## src/rtl/core/kdq_pkg.sv

```systemverilog
package kdq_pkg;

  localparam int KEY_COUNT   = 3;
  localparam int QUEUE_DEPTH = 20;
  localparam int PIN_BITS    = 3;
  localparam int HOLD_W      = 8;

  localparam int KEY_W  = (KEY_COUNT > 1) ? $clog2(KEY_COUNT) : 1;
  localparam int PTR_W  = $clog2(QUEUE_DEPTH);
  localparam int FILL_W = $clog2(QUEUE_DEPTH + 1);
  localparam int SUM_W  = PTR_W + 1;

  localparam logic [HOLD_W-1:0] HOLD_TOP          = '1;
  localparam logic [HOLD_W-1:0] PRESS_TICKS_RESET = HOLD_W'(10);

  localparam logic KIND_TICK = 1'b0;
  localparam logic KIND_POP  = 1'b1;

  localparam logic STATUS_DOWN = 1'b0;
  localparam logic STATUS_UP   = 1'b1;

  // Key index answered on a pop of an empty ring.
  localparam logic [1:0] EMPTY_INDEX = 2'(KEY_COUNT % 4);

  typedef struct packed {
    logic       kind;
    logic [2:0] pin_levels;
  } in_t;

  typedef struct packed {
    logic [1:0] key_index;
    logic       key_status;
  } out_t;

  typedef struct packed {
    logic             en;
    logic [PTR_W-1:0] addr;
    logic [KEY_W-1:0] data;
  } ram_wr_t;

  typedef struct packed {
    logic             en;
    logic [PTR_W-1:0] addr;
  } ram_rd_t;

endpackage

```

## src/rtl/core/kdq_ram.sv

```systemverilog
module kdq_ram #(
  parameter int WIDTH = 8,
  parameter int DEPTH = 16,
  localparam int AW = (DEPTH > 1) ? $clog2(DEPTH) : 1
) (
  input  logic             clk,
  input  logic             wr_en,
  input  logic [AW-1:0]    wr_addr,
  input  logic [WIDTH-1:0] wr_data,
  input  logic             rd_en,
  input  logic [AW-1:0]    rd_addr,
  output logic [WIDTH-1:0] rd_data
);

  logic [WIDTH-1:0] mem_r [DEPTH];
  logic [WIDTH-1:0] rd_data_r;

  always_ff @(posedge clk) begin
    if (wr_en) begin
      mem_r[wr_addr] <= wr_data;
    end
    if (rd_en) begin
      rd_data_r <= mem_r[rd_addr];
    end
  end

  assign rd_data = rd_data_r;

endmodule

```

## src/rtl/core/kdq_lane.sv

```systemverilog
module kdq_lane (
  input  logic                      clk,
  input  logic                      rst_n,
  input  logic                      tick,
  input  logic                      pin_low,
  input  logic [kdq_pkg::HOLD_W-1:0] press_ticks,
  output logic                      hit
);

  logic [kdq_pkg::HOLD_W-1:0] count_r, count_nxt;
  logic                       below_top;

  assign below_top = (count_r != kdq_pkg::HOLD_TOP);

  // Flag a key-down when the count steps onto the threshold.
  assign hit = tick && pin_low && below_top &&
               ((count_r + kdq_pkg::HOLD_W'(1)) == press_ticks);

  always_comb begin
    count_nxt = count_r;
    if (tick) begin
      if (!pin_low) begin
        count_nxt = '0;
      end else if (below_top) begin
        count_nxt = count_r + kdq_pkg::HOLD_W'(1);
      end
    end
  end

  always_ff @(posedge clk) begin
    if (!rst_n) begin
      count_r <= '0;
    end else begin
      count_r <= count_nxt;
    end
  end

endmodule

```

## src/rtl/core/kdq_merge.sv

```systemverilog
module kdq_merge (
  input  logic                         clk,
  input  logic                         rst_n,
  input  logic                         tick,
  input  logic [kdq_pkg::KEY_COUNT-1:0] hits,
  input  logic                         pop,
  output logic                         busy,
  output logic                         empty,
  output kdq_pkg::ram_wr_t             wr,
  output kdq_pkg::ram_rd_t             rd
);

  logic [kdq_pkg::KEY_COUNT-1:0] mask_r, mask_nxt;
  logic [kdq_pkg::PTR_W-1:0]     rd_ptr_r, rd_ptr_nxt, rd_ptr_inc;
  logic [kdq_pkg::FILL_W-1:0]    fill_r, fill_nxt;
  logic [kdq_pkg::SUM_W-1:0]     slot_sum;
  logic [kdq_pkg::PTR_W-1:0]     tail_slot;
  logic [kdq_pkg::KEY_W-1:0]     pick;
  logic                          full;

  assign busy  = (mask_r != '0);
  assign empty = (fill_r == '0);
  assign full  = (fill_r == kdq_pkg::FILL_W'(kdq_pkg::QUEUE_DEPTH));

  assign rd_ptr_inc = (rd_ptr_r == kdq_pkg::PTR_W'(kdq_pkg::QUEUE_DEPTH - 1)) ?
                      '0 : rd_ptr_r + kdq_pkg::PTR_W'(1);

  assign slot_sum  = kdq_pkg::SUM_W'(rd_ptr_r) + kdq_pkg::SUM_W'(fill_r);
  assign tail_slot = (slot_sum >= kdq_pkg::SUM_W'(kdq_pkg::QUEUE_DEPTH)) ?
                     kdq_pkg::PTR_W'(slot_sum - kdq_pkg::SUM_W'(kdq_pkg::QUEUE_DEPTH)) :
                     kdq_pkg::PTR_W'(slot_sum);

  // Lowest pending key goes first.
  always_comb begin
    pick = '0;
    for (int i = kdq_pkg::KEY_COUNT - 1; i >= 0; i--) begin
      if (mask_r[i]) begin
        pick = kdq_pkg::KEY_W'(i);
      end
    end
  end

  assign wr.en   = busy;
  assign wr.addr = full ? rd_ptr_r : tail_slot;
  assign wr.data = pick;

  assign rd.en   = pop && !empty;
  assign rd.addr = rd_ptr_r;

  always_comb begin
    mask_nxt   = mask_r;
    rd_ptr_nxt = rd_ptr_r;
    fill_nxt   = fill_r;
    if (busy) begin
      mask_nxt = mask_r & (mask_r - kdq_pkg::KEY_COUNT'(1));
      if (full) begin
        rd_ptr_nxt = rd_ptr_inc;
      end else begin
        fill_nxt = fill_r + kdq_pkg::FILL_W'(1);
      end
    end else if (tick) begin
      mask_nxt = hits;
    end else if (pop && !empty) begin
      rd_ptr_nxt = rd_ptr_inc;
      fill_nxt   = fill_r - kdq_pkg::FILL_W'(1);
    end
  end

  always_ff @(posedge clk) begin
    if (!rst_n) begin
      mask_r   <= '0;
      rd_ptr_r <= '0;
      fill_r   <= '0;
    end else begin
      mask_r   <= mask_nxt;
      rd_ptr_r <= rd_ptr_nxt;
      fill_r   <= fill_nxt;
    end
  end

endmodule

```

## src/rtl/core/key_debounce_event_queue.sv

```systemverilog
// Key debouncer with a key-down event ring.
//
// Input channel (in_valid / in_stall / in_data): each request is either a
// scan tick carrying the three active-low pin levels, or a pop request.
// Result channel (out_valid / out_stall / out_data): one result per pop,
// none per tick. An empty ring answers key index 3 with status up.
// Config port: cfg_wr_en writes cfg_wr_data into the press threshold.
//
// Timing: each key-down event a tick raises is written into the ring
// one per cycle, and in_stall stays high until all of them (at most three)
// are written, since the ring has a single write port. A pop result
// appears in the cycle after acceptance, as the ring read is registered.
// Every request, tick or pop, is held off while events drain or while a
// result waits and the receiver stalls.
//
// Reset (rst_n low, synchronous) clears the hold counters, the ring
// pointers and the output valid, and loads the threshold with 10. Ring
// contents need no clearing. While out_stall is high the result holds.
module key_debounce_event_queue (
  input  logic                        clk,
  input  logic                        rst_n,
  input  logic                        in_valid,
  output logic                        in_stall,
  input  kdq_pkg::in_t                in_data,
  output logic                        out_valid,
  input  logic                        out_stall,
  output kdq_pkg::out_t               out_data,
  input  logic                        cfg_wr_en,
  input  logic [kdq_pkg::HOLD_W-1:0]  cfg_wr_data
);

  logic [kdq_pkg::HOLD_W-1:0]    press_ticks_r;
  logic                          out_valid_r, out_valid_nxt;
  logic                          empty_r;
  logic                          in_fire, tick, pop;
  logic                          busy, empty;
  logic [kdq_pkg::KEY_COUNT-1:0] hits;
  logic [kdq_pkg::KEY_W-1:0]     rd_key;
  kdq_pkg::ram_wr_t              wr;
  kdq_pkg::ram_rd_t              rd;

  // Stall while events drain, or while a pending result cannot leave.
  assign in_stall = busy || (out_valid_r && out_stall);
  assign in_fire  = in_valid && !in_stall;
  assign tick     = in_fire && (in_data.kind == kdq_pkg::KIND_TICK);
  assign pop      = in_fire && (in_data.kind == kdq_pkg::KIND_POP);

  // One counter lane per key; keys beyond the pin field read as released.
  for (genvar g = 0; g < kdq_pkg::KEY_COUNT; g++) begin : g_lane
    logic pin_low;
    if (g < kdq_pkg::PIN_BITS) begin : g_pin
      assign pin_low = !in_data.pin_levels[g];
    end else begin : g_none
      assign pin_low = 1'b0;
    end
    kdq_lane u_lane (
      .clk         (clk),
      .rst_n       (rst_n),
      .tick        (tick),
      .pin_low     (pin_low),
      .press_ticks (press_ticks_r),
      .hit         (hits[g])
    );
  end

  // Merge lane hits in key order and run the ring pointers.
  kdq_merge u_merge (
    .clk   (clk),
    .rst_n (rst_n),
    .tick  (tick),
    .hits  (hits),
    .pop   (pop),
    .busy  (busy),
    .empty (empty),
    .wr    (wr),
    .rd    (rd)
  );

  kdq_ram #(
    .WIDTH (kdq_pkg::KEY_W),
    .DEPTH (kdq_pkg::QUEUE_DEPTH)
  ) u_ring (
    .clk     (clk),
    .wr_en   (wr.en),
    .wr_addr (wr.addr),
    .wr_data (wr.data),
    .rd_en   (rd.en),
    .rd_addr (rd.addr),
    .rd_data (rd_key)
  );

  // Raise valid on a pop, drop it once the receiver takes the result.
  always_comb begin
    out_valid_nxt = out_valid_r;
    if (pop) begin
      out_valid_nxt = 1'b1;
    end else if (out_valid_r && !out_stall) begin
      out_valid_nxt = 1'b0;
    end
  end

  always_ff @(posedge clk) begin
    if (!rst_n) begin
      press_ticks_r <= kdq_pkg::PRESS_TICKS_RESET;
      out_valid_r   <= 1'b0;
    end else begin
      if (cfg_wr_en) begin
        press_ticks_r <= cfg_wr_data;
      end
      out_valid_r <= out_valid_nxt;
    end
  end

  // Remember whether the pop found the ring empty.
  always_ff @(posedge clk) begin
    if (pop) begin
      empty_r <= empty;
    end
  end

  assign out_valid           = out_valid_r;
  assign out_data.key_index  = empty_r ? kdq_pkg::EMPTY_INDEX : 2'(rd_key);
  assign out_data.key_status = empty_r ? kdq_pkg::STATUS_UP : kdq_pkg::STATUS_DOWN;

endmodule

```

## config.mk

```make
export PLATFORM = sky130hd
export DESIGN_NAME = key_debounce_event_queue
export DESIGN_NICKNAME = d
export VERILOG_FILES = /design/src/rtl/core/kdq_pkg.sv /design/src/rtl/core/kdq_ram.sv /design/src/rtl/core/kdq_lane.sv /design/src/rtl/core/kdq_merge.sv /design/src/rtl/core/key_debounce_event_queue.sv
export SDC_FILE = /design/constraint.sdc
export NUM_CORES = 1
export LEC_CHECK = 0
export ABC_AREA = 0
export BUFFER_PORTS_ARGS = -buffer_cell sky130_fd_sc_hd__buf_4
export CAP_MARGIN = 20
export CORE_MARGIN = 2
export CORE_UTILIZATION = 25
export CTS_BUF_LIST = sky130_fd_sc_hd__clkbuf_2
export DETAILED_ROUTE_END_ITERATION = 6
export HOLD_SLACK_MARGIN = 0.03
export PLACE_DENSITY_LB_ADDON = 0.15
export SYNTH_ARGS = -nofsm -noshare
export SYNTH_HDL_FRONTEND = slang
export SYNTH_SLANG_ARGS = --single-unit
```

## constraint.sdc

```tcl
create_clock -name clk -period 3.5 [get_ports clk]
set_clock_uncertainty 0.1 [all_clocks]
set_input_delay 0.175 -clock clk [delete_from_list [all_inputs] [get_ports clk]]
set_output_delay 0.175 -clock clk [all_outputs]
set_load 0.05 [all_outputs]
```

==> impl_table.tex <==
\begin{tabular}{lr}
\hline
Metric & Value \\
\hline
\multicolumn{2}{l}{\textbf{Status}} \\
\quad Outcome & completed \\
\multicolumn{2}{l}{\textbf{Yosys}} \\
\quad Mean area per synthesized cell & 10.22 um2 \\
\quad Number of synthesis warnings & 0 \\
\quad Ys flop type & sky130\_fd\_sc\_hd\_\_dfxtp\_1 \\
\quad Post-synthesis cell type with the largest combined area & sky130\_fd\_sc\_hd\_\_edfxtp\_1 \\
\quad Number of flops mapped to enable cells by yosys & 43 \\
\quad Cell types occupying the most area after synthesis & sky130\_fd\_sc\_hd\_\_edfxtp\_1 (25\%), sky130\_fd\_sc\_hd\_\_dfxtp\_1 (18\%), sky130\_fd\_sc\_hd\_\_xnor2\_1 (6.3\%) \\
\quad Fraction of post-synthesis cell area in the top cell type by area & around 25\% \\
\quad FFs w/ async S/R, synth & 0\% \\
\quad Count of distinct cell types in the synthesized netlist & 63 \\
\quad Mux contribution to synthesized area & 8.063\% \\
\quad Cell types with the highest counts after synthesis & sky130\_fd\_sc\_hd\_\_dfxtp\_1 (46), sky130\_fd\_sc\_hd\_\_edfxtp\_1 (43), sky130\_fd\_sc\_hd\_\_nor2\_1 (43) \\
\quad Most numerous cell in the Yosys netlist & sky130\_fd\_sc\_hd\_\_dfxtp\_1 \\
\quad Adder-Cell Fraction of Synth Area & roughly 4.2\% \\
\quad Synth Area in Simple Gates & between 10\% and 20\% \\
\quad Post-synthesis compound-gate area fraction & 13.78\% \\
\quad Seq/Total Area, Yosys & 43.20\% \\
\quad Main combinational cell family by area after synthesis & simple AND/OR/NAND/NOR gates \\
\quad Mapped Nets & about 530 \\
\quad Register bit count reported by yosys & 89 \\
\quad Number of instances in the synthesized netlist & 501 \\
\quad Synthesized-area fraction occupied by xor and xnor cells & 8.014\% \\
\quad Syn Std Cell Area & $\sim$0.005 mm2 \\
\multicolumn{2}{l}{\textbf{Critical path}} \\
\quad Crit path buffers/inverters & 2 \\
\quad Top cell by count, worst path & sky130\_fd\_sc\_hd\_\_dlygate4sd3\_1 \\
\quad Maximum fanout count along the critical path & 7 \\
\quad FF-to-FF path depth & 7 \\
\quad Critical-path cell list & a2111oi\_4, nand3b\_4, dlygate4sd3\_1, nor3\_2, nand4\_1, nor3\_1, dlygate4sd3\_1 \\
\quad Cell with the biggest individual delay on the critical path & sky130\_fd\_sc\_hd\_\_dlygate4sd3\_1 \\
\quad Setup CP Type & reg -> reg \\
\quad CP endpoint kind & flip-flop \\
\quad Critical path startpoint category & flip-flop \\
\quad End of the worst register-to-register path & u\_merge.mask\_r[0] \\
\quad Reg-to-reg slack, setup & $\sim$0.18 ns \\
\quad Delay of the slowest critical-path stage & around 0.66 ns \\
\quad Critical path required time & between 3 and 4 ns \\
\quad Startpoint of the most critical register-to-register path & u\_merge.mask\_r[0] \\
\quad Number of gates on the worst path with buffers counted & 7 \\
\quad Cell type group with the largest total delay on the critical path & buffers and inverters \\
\quad Endpoint arrival time on the critical path & roughly 3.8 ns \\
\multicolumn{2}{l}{\textbf{Clock tree}} \\
\quad Number of CTS-inserted buffers & 9 \\
\quad Worst-case clock buffer depth & 2 \\
\quad Post-CTS Setup Inserts & 0 \\
\quad CTS tree & built \\
\quad Clk pin slew, worst setup/hold paths & roughly 0.27 ns \\
\quad Clock root buffer & sky130\_fd\_sc\_hd\_\_clkbuf\_2 \\
\quad H-tree depth reported by CTS & 3 \\
\quad Insertion delay to the later sink of the worst-skew pair & 0.63 ns \\
\quad CTS sink count & 89 \\
\multicolumn{2}{l}{\textbf{Drt}} \\
\quad First drt pass iteration count & 4 \\
\quad Antenna Nets Post-Route & 0 \\
\quad Final wirelength & 12270 um \\
\quad Vias after detailed routing & between 3k and 4k \\
\quad Number of DRC markers in iteration 0 & 193 \\
\quad Number of remaining DRC errors & 0 \\
\quad Vias per cell & 4.635 \\
\quad Routed length per placed instance & 14.61 um \\
\multicolumn{2}{l}{\textbf{Floorplan}} \\
\quad Floorplan die area & 0.02165 mm2 \\
\quad Width of the die & 147.1 um \\
\quad Die outline height & around 150 um \\
\quad Total number of placement rows & 52 \\
\quad Core ar. & 0.02017 mm2 \\
\quad I/O pin total & 22 \\
\quad Starting density of the core & 25.39\% \\
\multicolumn{2}{l}{\textbf{Job}} \\
\quad Number of maximum-capacitance constraint violations & 0 \\
\multicolumn{2}{l}{\textbf{STA}} \\
\quad Final hold viol count & 0 \\
\quad Slew Viols, Final & 0 \\
\quad Clock period minus worst slack & 3.319 ns \\
\quad Period utilization & 94.84\% \\
\quad Transition at the pin with the smallest max-transition slack & 0.7340 ns \\
\quad Count of endpoints failing setup in the final report & 0 \\
\quad Upper clock frequency limit & 0.3013 GHz \\
\quad Relative max-transition margin & 50.55\% \\
\multicolumn{2}{l}{\textbf{GRT}} \\
\quad Number of global-route vias before repair & 3987 \\
\quad Initial antenna violation count & 0 \\
\quad Combined global-route utilization of all metal layers & 11.87\% \\
\quad Pin count of the biggest net entering global routing & 48 \\
\quad Overflow after GRT & 0 \\
\quad First-pass GRT wire length & around 20000 um \\
\multicolumn{2}{l}{\textbf{Cells and area}} \\
\quad Non-filler instance count after layout & 840 \\
\quad Synthesis-to-finish area growth & 20.89\% \\
\quad Final std cell area, no fill & 0.006191 mm2 \\
\quad Proportion of layout cells with a drive suffix above 1 & 17.02\% \\
\quad Post-layout net count & 598 \\
\quad Core occupancy in the finished layout & 30.69\% \\
\quad ANT cells & 0 \\
\multicolumn{2}{l}{\textbf{Min path}} \\
\quad Number of cells traversed by the worst hold path & 5 \\
\quad Capture endpoint of the worst hold path & u\_merge.mask\_r[2] \\
\quad Class of the worst hold path & in -> reg \\
\quad Worst hold path startpoint & in\_data[2] \\
\multicolumn{2}{l}{\textbf{Place}} \\
\quad GP Congestion & 0.7607 \\
\quad Placed cell area & 0.005625 mm2 \\
\quad Quantity of I/O buffers inserted on ports & 21 \\
\quad Total placed cells including tap cells & between 700 and 800 \\
\quad Detailed Place HPWL & just under 9000 um \\
\multicolumn{2}{l}{\textbf{Power and ir drop}} \\
\quad Worst vdd ir & 0.1617 mV \\
\quad Pwr per Cell Area & 430.3 mW/mm2 \\
\quad Leakage power summed over all cells & 2.206 nW \\
\hline
\end{tabular}
through the flow:
step	TNS [ns]	hold slack [ns]	total power [W]	setup WS, ns
global placement	0	0.3069	0.002014	0.2342
finish	0	0.3796	0.002664	0.1806
global route	-0.07356	0.3247	0.002846	-0.03691
floorplan	0	0.2039	0.001848	0.2272
detailed placement	0	0.3034	0.002016	0.1593
CTS	0	0.3098	0.002689	0.1052
cell usage in the layout, fill, tap and decap left out, types with 3 or more instances in the layout:
cell	netlist	final
sky130_fd_sc_hd__inv_8	0	4
sky130_fd_sc_hd__dlygate4sd3_1	0	40
sky130_fd_sc_hd__a31oi_1	4	4
sky130_fd_sc_hd__nor3_1	11	11
sky130_fd_sc_hd__nand4_1	6	6
sky130_fd_sc_hd__mux2i_1	12	12
sky130_fd_sc_hd__nor3b_1	9	8
sky130_fd_sc_hd__inv_1	14	14
sky130_fd_sc_hd__a22oi_1	5	5
sky130_fd_sc_hd__or3_1	4	4
sky130_fd_sc_hd__a21o_1	8	8
sky130_fd_sc_hd__and3_1	11	11
sky130_fd_sc_hd__dfxtp_1	46	44
sky130_fd_sc_hd__mux4_2	12	12
sky130_fd_sc_hd__nor3_2	3	3
sky130_fd_sc_hd__nor2_1	43	43
sky130_fd_sc_hd__buf_4	2	37
sky130_fd_sc_hd__and2_1	5	5
sky130_fd_sc_hd__o21ai_1	4	4
sky130_fd_sc_hd__nand2b_1	3	3
sky130_fd_sc_hd__a2111oi_1	0	3
sky130_fd_sc_hd__o21ai_0	17	17
sky130_fd_sc_hd__xor2_1	8	8
sky130_fd_sc_hd__nand3_1	18	18
sky130_fd_sc_hd__ha_1	14	13
sky130_fd_sc_hd__nand2_1	27	27
sky130_fd_sc_hd__a21oi_1	41	41
sky130_fd_sc_hd__edfxtp_1	43	43
sky130_fd_sc_hd__or2_2	3	3
sky130_fd_sc_hd__a211oi_1	5	5
sky130_fd_sc_hd__clkbuf_2	0	9
sky130_fd_sc_hd__xnor2_1	37	36
sky130_fd_sc_hd__nor2b_1	22	22
sky130_fd_sc_hd__nor4_1	3	3
worst max-delay path by stage:
stage | from | endpoint | slack [ns]
2_1_floorplan | u_merge.rd_ptr_r[1] | u_ring.mem_r[10][0] | 0.23
3_3_place_gp | u_merge.fill_r[0] | u_ring.mem_r[10][0] | 0.23
3_5_place_dp | u_merge.fill_r[1] | u_ring.mem_r[11][1] | 0.16
4_1_cts | u_merge.fill_r[1] | u_ring.mem_r[11][0] | 0.11
5_1_grt | u_merge.rd_ptr_r[1] | u_ring.mem_r[9][1] | -0.04
6_report | u_merge.mask_r[0] | u_merge.mask_r[0] | 0.18
repair_timing:
item,4_1_cts,5_1_grt
hold endpoints to repair,47,0
setup endpoints to repair,0,18
hold buffers,40,0
gates resized for setup,0,8
worst min-delay path: stages:
cell                            delay, ns
sky130_fd_sc_hd__dlygate4sd3_1       0.52
sky130_fd_sc_hd__buf_4               0.13
sky130_fd_sc_hd__nor3_2              0.09
sky130_fd_sc_hd__nand3_1             0.09
sky130_fd_sc_hd__o21ai_0             0.08
report_power, final:
group          total [W]  internal [W]  switching [W]
registers        0.00119       0.00114      0.0000533
clock network   0.000618      0.000191       0.000427
logic           0.000855      0.000406       0.000449
registers in the layout, indices dropped and copies added, names as in the netlist:
register	count
empty_r	1
g_lane.u_lane.count_r	24
out_valid	1
press_ticks_r	8
u_merge.fill_r	5
u_merge.mask_r	3
u_merge.rd_ptr_r	5
u_ring.mem_r	40
u_ring.rd_data	2
metal layers:
layer  vias up  global-route usage [%]  share of wire (%)
li1       1953                       -                  -
met1      1886                   14.60                 46
met2        43                   20.84                 49
met3        11                   3.199                3.0
met4         0                   2.548                1.2
met5         -                       0                  0
cells by family (layout without fill, tap and decap cells):
logic type	Yosys count	count (layout)
compound gates	105	105
xor+xnor	46	46
fa+ha+maj	16	16
buf+inv	38	107
flops	89	89
mux	26	26
simple gates	181	181
area by class of cell:
| class | instances | area [um2] |
|---|---|---|
| clock buffer | 9 | 45.04 |
| clock inverter | 7 | 92.59 |
| fill | 2137 | 13980 |
| inverter | 14 | 52.55 |
| multi-input combinational | 374 | 2770 |
| sequential | 89 | 2215 |
| tap | 270 | 337.8 |
| timing repair buffer | 77 | 678.2 |
No activity file was read; power rests on OpenSTA's default activity.
